===== config.mk =====
export PLATFORM = sky130hd
export DESIGN_NAME = sorted_table_search_swap_insert
export DESIGN_NICKNAME = d
export VERILOG_FILES = /design/src/sv/sts_pkg.sv /design/src/sv/sts_cell.sv /design/src/sv/sorted_table_search_swap_insert.sv
export SDC_FILE = /design/constraint.sdc
export NUM_CORES = 1
export LEC_CHECK = 0
export ABC_CLOCK_PERIOD_IN_PS = 14710
export BUFFER_PORTS_ARGS = -buffer_cell sky130_fd_sc_hd__buf_4
export CORE_MARGIN = 5
export CORE_UTILIZATION = 35
export DETAILED_ROUTE_END_ITERATION = 16
export PLACE_DENSITY = 0.6
export SYNTH_ARGS = -nofsm -noshare
export SYNTH_HDL_FRONTEND = slang
export SYNTH_HIERARCHICAL = 1
export SYNTH_SLANG_ARGS = --single-unit
export TNS_END_PERCENT = 5

===== constraint.sdc =====
create_clock -name clk_i -period 14.71 [get_ports clk_i]
set_input_delay 1.471 -clock clk_i [delete_from_list [all_inputs] [get_ports clk_i]]
set_output_delay 1.471 -clock clk_i [all_outputs]
set_load 0.03 [all_outputs]

===== src/sv/sts_pkg.sv =====
`timescale 1ns / 1ps
`default_nettype none
// ----------------------------------------------------------------------------
// sts_pkg
// Shared types and constants of the sorted key table with search, swap and
// insert.
// ----------------------------------------------------------------------------
package sts_pkg;

  localparam int DEFAULT_TABLE_DEPTH = 16;
  localparam int DEFAULT_KEY_BITS    = 32;

  // index field of the cell command is sized for the largest table
  localparam int MAX_IDX_W = 12;

  typedef enum logic [1:0] {
    ST_IDLE,
    ST_SEARCH,
    ST_WAIT
  } sts_state_e;

  typedef enum logic [1:0] {
    OP_HOLD,
    OP_INSERT,
    OP_SWAP
  } sts_op_e;

  typedef struct packed {
    sts_op_e              op;
    logic [MAX_IDX_W-1:0] pos;
  } sts_cmd_t;

endpackage
`default_nettype wire


===== src/sv/sts_cell.sv =====
`timescale 1ns / 1ps
`default_nettype none
// ----------------------------------------------------------------------------
// sts_cell
// One table entry. Takes its left neighbor on an insert shift, or trades
// with its neighbor on a swap.
// ----------------------------------------------------------------------------
module sts_cell #(
  parameter int IDX      = 0,
  parameter int KEY_BITS = sts_pkg::DEFAULT_KEY_BITS
) (
  input  wire logic                  clk_i,
  input  wire sts_pkg::sts_cmd_t     cmd_i,
  input  wire logic [KEY_BITS-1:0]   key_i,
  input  wire logic [KEY_BITS-1:0]   left_i,
  input  wire logic [KEY_BITS-1:0]   right_i,
  output logic      [KEY_BITS-1:0]   entry_o
);

  logic [KEY_BITS-1:0] entry_q;
  logic [KEY_BITS-1:0] entry_d;
  logic                at_pos;
  logic                above_pos;
  logic                next_pos;

  assign at_pos    = (cmd_i.pos == sts_pkg::MAX_IDX_W'(IDX));
  assign above_pos = (sts_pkg::MAX_IDX_W'(IDX) > cmd_i.pos);
  // this cell is the successor of the swap position
  assign next_pos  = (IDX > 0) && (cmd_i.pos == sts_pkg::MAX_IDX_W'(IDX - 1));

  always_comb begin
    entry_d = entry_q;
    case (cmd_i.op)
      sts_pkg::OP_INSERT: begin
        if (at_pos) begin
          entry_d = key_i;
        end else if (above_pos) begin
          entry_d = left_i;
        end
      end
      sts_pkg::OP_SWAP: begin
        if (at_pos) begin
          entry_d = right_i;
        end else if (next_pos) begin
          entry_d = left_i;
        end
      end
      default: begin
        entry_d = entry_q;
      end
    endcase
  end

  always_ff @(posedge clk_i) begin
    entry_q <= entry_d;
  end

  assign entry_o = entry_q;

endmodule
`default_nettype wire


===== src/sv/sorted_table_search_swap_insert.sv =====
`timescale 1ns / 1ps
`default_nettype none
// ----------------------------------------------------------------------------
// sorted_table_search_swap_insert
// Sequence: accept a key while idle, binary search the table, then swap a
// hit with its successor if any, or insert a miss unless the table is full.
// Throughput: one key at a time, set by the probe loop (one entry read each
// cycle) and by output stalls; all cells take the insert shift at once.
// Reset: fill count and handshake state clear; entries are not reset.
// ----------------------------------------------------------------------------
module sorted_table_search_swap_insert #(
  parameter int TABLE_DEPTH = sts_pkg::DEFAULT_TABLE_DEPTH,
  parameter int KEY_BITS    = sts_pkg::DEFAULT_KEY_BITS
) (
  input  wire logic        clk_i,
  input  wire logic        rst_ni,
  input  wire logic        s_axis_tvalid_i,
  output logic             s_axis_tready_o,
  input  wire logic [31:0] s_axis_tdata_i,   // [31:0] key
  output logic             m_axis_tvalid_o,
  input  wire logic        m_axis_tready_i,
  output logic [7:0]       m_axis_tdata_o    // [0] found, [7:1] zero
);

  localparam int CNT_W = $clog2(TABLE_DEPTH + 1);
  localparam int IDX_W = $clog2(TABLE_DEPTH);

  sts_pkg::sts_state_e state_q, state_d;
  sts_pkg::sts_cmd_t   cmd;

  logic [CNT_W-1:0]           count_q, count_d;
  logic signed [CNT_W:0]      left_q, left_d;
  logic signed [CNT_W:0]      right_q, right_d;
  logic signed [KEY_BITS-1:0] key_q, key_d;
  logic signed [KEY_BITS-1:0] key_in;
  logic                       res_found_q, res_found_d;
  logic                       out_valid_q, out_valid_d;
  logic                       out_found_q, out_found_d;

  logic signed [CNT_W+1:0]    mid_sum;
  logic [IDX_W-1:0]           mid;
  logic signed [CNT_W:0]      mid_s;
  logic signed [KEY_BITS-1:0] probe;
  logic                       slot_free;
  logic                       in_fire;
  logic                       has_next;
  logic                       full;

  logic [KEY_BITS-1:0] ent [TABLE_DEPTH];

  generate
    if (KEY_BITS <= 32) begin : g_key_narrow
      assign key_in = s_axis_tdata_i[KEY_BITS-1:0];
    end else begin : g_key_wide
      assign key_in = KEY_BITS'(signed'(s_axis_tdata_i));
    end
  endgenerate

  assign s_axis_tready_o = (state_q == sts_pkg::ST_IDLE);
  assign in_fire         = s_axis_tvalid_i && s_axis_tready_o;
  assign slot_free       = !out_valid_q || m_axis_tready_i;
  assign full            = (count_q == CNT_W'(TABLE_DEPTH));

  assign mid_sum  = (CNT_W+2)'(left_q) + (CNT_W+2)'(right_q);
  assign mid      = mid_sum[IDX_W:1];
  assign mid_s    = signed'((CNT_W+1)'(mid));
  assign probe    = signed'(ent[mid]);
  assign has_next = ((CNT_W+1)'(mid) + (CNT_W+1)'(1)) < (CNT_W+1)'(count_q);

  always_comb begin
    state_d     = state_q;
    count_d     = count_q;
    left_d      = left_q;
    right_d     = right_q;
    key_d       = key_q;
    res_found_d = res_found_q;
    out_valid_d = out_valid_q && !m_axis_tready_i;
    out_found_d = out_found_q;
    cmd.op      = sts_pkg::OP_HOLD;
    cmd.pos     = '0;
    case (state_q)
      sts_pkg::ST_IDLE: begin
        if (in_fire) begin
          key_d   = key_in;
          left_d  = '0;
          right_d = signed'((CNT_W+1)'(count_q)) - (CNT_W+1)'(1);
          state_d = sts_pkg::ST_SEARCH;
        end
      end
      sts_pkg::ST_SEARCH: begin
        if (left_q > right_q) begin
          // miss: insert at the left bound unless the table is full
          if (!full) begin
            cmd.op  = sts_pkg::OP_INSERT;
            cmd.pos = sts_pkg::MAX_IDX_W'(left_q[IDX_W-1:0]);
            count_d = count_q + CNT_W'(1);
          end
          res_found_d = 1'b0;
          state_d     = sts_pkg::ST_WAIT;
          if (slot_free) begin
            out_valid_d = 1'b1;
            out_found_d = 1'b0;
            state_d     = sts_pkg::ST_IDLE;
          end
        end else if (key_q == probe) begin
          if (has_next) begin
            cmd.op  = sts_pkg::OP_SWAP;
            cmd.pos = sts_pkg::MAX_IDX_W'(mid);
          end
          res_found_d = 1'b1;
          state_d     = sts_pkg::ST_WAIT;
          if (slot_free) begin
            out_valid_d = 1'b1;
            out_found_d = 1'b1;
            state_d     = sts_pkg::ST_IDLE;
          end
        end else if (key_q < probe) begin
          right_d = mid_s - (CNT_W+1)'(1);
        end else begin
          left_d = mid_s + (CNT_W+1)'(1);
        end
      end
      sts_pkg::ST_WAIT: begin
        if (slot_free) begin
          out_valid_d = 1'b1;
          out_found_d = res_found_q;
          state_d     = sts_pkg::ST_IDLE;
        end
      end
      default: begin
        state_d = sts_pkg::ST_IDLE;
      end
    endcase
  end

  always_ff @(posedge clk_i or negedge rst_ni) begin
    if (!rst_ni) begin
      state_q     <= sts_pkg::ST_IDLE;
      count_q     <= '0;
      out_valid_q <= 1'b0;
    end else begin
      state_q     <= state_d;
      count_q     <= count_d;
      out_valid_q <= out_valid_d;
    end
  end

  always_ff @(posedge clk_i) begin
    left_q      <= left_d;
    right_q     <= right_d;
    key_q       <= key_d;
    res_found_q <= res_found_d;
    out_found_q <= out_found_d;
  end

  generate
    for (genvar g = 0; g < TABLE_DEPTH; g++) begin : g_cell
      logic [KEY_BITS-1:0] left_nb;
      logic [KEY_BITS-1:0] right_nb;
      if (g == 0) begin : g_first
        assign left_nb = key_q;
      end else begin : g_mid_l
        assign left_nb = ent[g-1];
      end
      if (g == TABLE_DEPTH - 1) begin : g_last
        assign right_nb = ent[g];
      end else begin : g_mid_r
        assign right_nb = ent[g+1];
      end
      sts_cell #(
        .IDX      (g),
        .KEY_BITS (KEY_BITS)
      ) u_cell (
        .clk_i   (clk_i),
        .cmd_i   (cmd),
        .key_i   (key_q),
        .left_i  (left_nb),
        .right_i (right_nb),
        .entry_o (ent[g])
      );
    end
  endgenerate

  assign m_axis_tvalid_o = out_valid_q;
  assign m_axis_tdata_o  = {7'b0, out_found_q};

endmodule
`default_nettype wire

==> results.yml <==
worst_hold_path:
  min_path_type: "reg -> reg"
clock_network:
  clkLatencyLatePin_ns: 0.64
  cts_root_buffer: "clkbuf_16"
  hold_buffers: 0
  clockBufferDepth: 3
  cts_buffers: 68
  cts_sinks: 565
  ctsResizeCount: 0
  post_cts_buffers: 0
  htree_levels: 3
  cts_tree: "done"
  clkTransAtPathRegs_ns: 0.06
place:
  placed_cells: 4442
  hpwl_um: 77400
  gp_congestion: 0.876
  portBuffers: 38
route:
  dr_total_vias: 28400
  drc: 0
  first_iter_violations: 3219
  routed_wl_um: 134000
  drtPass1Iterations: 6
  antenna_left: 0
  route.detailed.wl_per_inst_um: 29.4
  routed_via_density: 6.22
critical_path:
  critPathMaxFanout: 36
  cp-end-kind: "flip-flop"
  worst-setup-path-type: "reg -> reg"
  cp.required_ns: 15.04
  worstPathArrival_ns: 9.98
  crit_path_start_kind: "flip-flop"
grt:
  antenna_found_initial: 0
  grt-ovfl-total: 0
  grt_usage_pct: 22.1
  grt_max_degree: 65
  grt_pass1_vias: 27500
  grt_first_pass_wirelength_um: 192000
floorplanning:
  pin_count: 46
  start_util_pct: 35.3
  std_cell_rows: 121
  die_h_um: 341
  die_w_um: 341
  coreArea_mm2: 0.109
  fp.dieArea_mm2: 0.117
sta:
  period_share_pct: 65.6
  hold_ws_ns: 0.541
  rsz0062_at_grt: "false"
  period_needed_ns: 9.65
  fin_setup_tns_ns: 0
  max_freq_ghz: 0.104
  worstMarginPinSlew_ns: 1.21
  final-setup-viol-count: 0
  slew_headroom_pct: 18.7
  hold_viol: 0
  skew_ns: 0.0273
  drv_slew: 0
run:
  cap_violations: 0
synth:
  ys_seq_area_share_pct: 44.0
  async_flop_share_pct: 1.42
  synth.most_common_cell: "mux2_2"
  syn_area_per_cell_um2: 12.8
  synth_top_cell_by_area: "edfxtp_1"
  synthFlopType: "edfxtp_1"
  synth-seq-cells: 565
  synth_area_leaders: "edfxtp_1, mux2_2, mux2i_1, mux2_4, mux4_2"
  synth_top_area_share_pct: 43.5
  synth_cell_types: 91
  ys_warn_count: 6
  synth-edff-count: 557
  synthCells: 3009
  netlist_top_cells_count: "mux2_2, edfxtp_1, a21oi_1"
  syn_area_mm2: 0.0384
final_layout:
  finalNetCount: 3188
  multi_input_area_mm2: 0.0206
  area_delta_synth_final_pct: 10.9
  regArea_mm2: 0.0169
  fillers: 10400
  drive_gt1_share_pct: 36.6
  final_cells: 4564
pwr:
  p_per_area_mw_per_mm2: 226
  p_total_mw: 9.62
  peakVddDrop_v: 0.000239
  leakagePower_nw: 15.1
status:
  status: "completed"
-- cell families (layout without fill, tap and decap cells) --
family                   Yosys count  in the layout  synth area share [%]
AO/OA/AOI/OAI                    606            606                  10.6
multiplexers                    1002           1002                  31.2
buffers and inverters            294            286                  4.65
XOR/XNOR                          16             16                 0.404
adder cells (fa/ha/maj)           54             54                  1.78
flip-flops                       565            565                  44.0
other                              1            150               0.00975
AND/OR/NAND/NOR                  471            471                  7.37
-- area by class of cell --
class,count,area share (%)
Tap cell,1414,4.15
Inverter,24,0.211
Clock inverter,40,0.974
Antenna cell,1,0.00587
Multi-Input combinational cell,2298,48.3
Clock buffer,81,4.20
Timing Repair Buffer,141,2.48
Sequential cell,565,39.7
-- cell usage in the layout (no fill, tap or decap), types with 50 or more instances in the layout --
| cell type | count |
|---|---|
| mux2_2 | 649 |
| conb_1 | 149 |
| nand2_1 | 141 |
| mux2_4 | 96 |
| a31oi_1 | 168 |
| a21oi_1 | 172 |
| clkbuf_16 | 70 |
| nor2_1 | 65 |
| mux2i_1 | 170 |
| buf_4 | 141 |
| edfxtp_1 | 557 |
| mux4_2 | 50 |
| ha_1 | 53 |
-- worst paths after layout --
kind	start	end	slack, ns	depth (start not counted)
min in group asynchronous	rst_ni	count_q[0]	0.65	1
max	left_q[0]	g_cell[4].u_cell/entry_o[15]	5.06	19
max in group asynchronous	rst_ni	state_q[0]	13.92	1
max reg2reg	left_q[0]	g_cell[4].u_cell/entry_o[15]	5.06	19
min	count_q[4]	count_q[4]	0.54	1
min reg2reg	count_q[4]	count_q[4]	0.54	1
-- state kept, by name, indices dropped and copies added, names as in the netlist --
| register | count |
|---|---|
| right_q | 6 |
| res_found_q | 1 |
| m_axis_tvalid_o | 1 |
| count_q | 5 |
| out_found_q | 1 |
| state_q | 2 |
| left_q | 5 |
| g_cell.u_cell/entry_o | 512 |
| g_cell.left_nb | 32 |
-- stage by stage --
step,setup slack (ns),util (%),cell area (um2)
final,5.06,39.1,42700
after floorplan,2.50,-,39000
after detailed placement,5.29,37.1,40400
after CTS,5.28,39.1,42600
after global routing,4.91,39.1,42600
after global placement,5.35,37.1,40400
-- worst max-delay path, cell delays in order (launching register included) --
cell and delay (ns):
edfxtp_1 0.42, ha_1 0.25, fa_1 1.14, nand2b_1 0.64, o31ai_4 0.30, a21oi_1 0.69
nor2_1 0.08, nor4_1 0.40, a2bb2oi_1 0.20, ha_1 0.36, nand4_1 0.19, nor4_1 0.72
nand4_1 0.48, or4_1 0.77, o21ai_2 0.16, buf_4 0.37, nor4b_4 0.27, buf_4 0.57
and3_2 1.09, a21oi_1 0.16
-- metal layers --
metal	up-vias	track usage [%]	share of wire, %
met4	0	9.68	4.7
met3	381	5.33	10
met1	14200	28.6	40
met5	-	0	0
met2	1726	35.2	45
li1	12100	-	-
-- where the power goes --
| part | internal [mW] | switching [mW] | total [mW] |
|---|---|---|---|
| logic | 2.14 | 3.85 | 6.00 |
| registers | 1.84 | 0.0735 | 1.91 |
| clock network | 0.969 | 0.739 | 1.71 |
| total | 4.95 | 4.67 | 9.62 |
No activity file was read; power rests on OpenSTA's default activity.
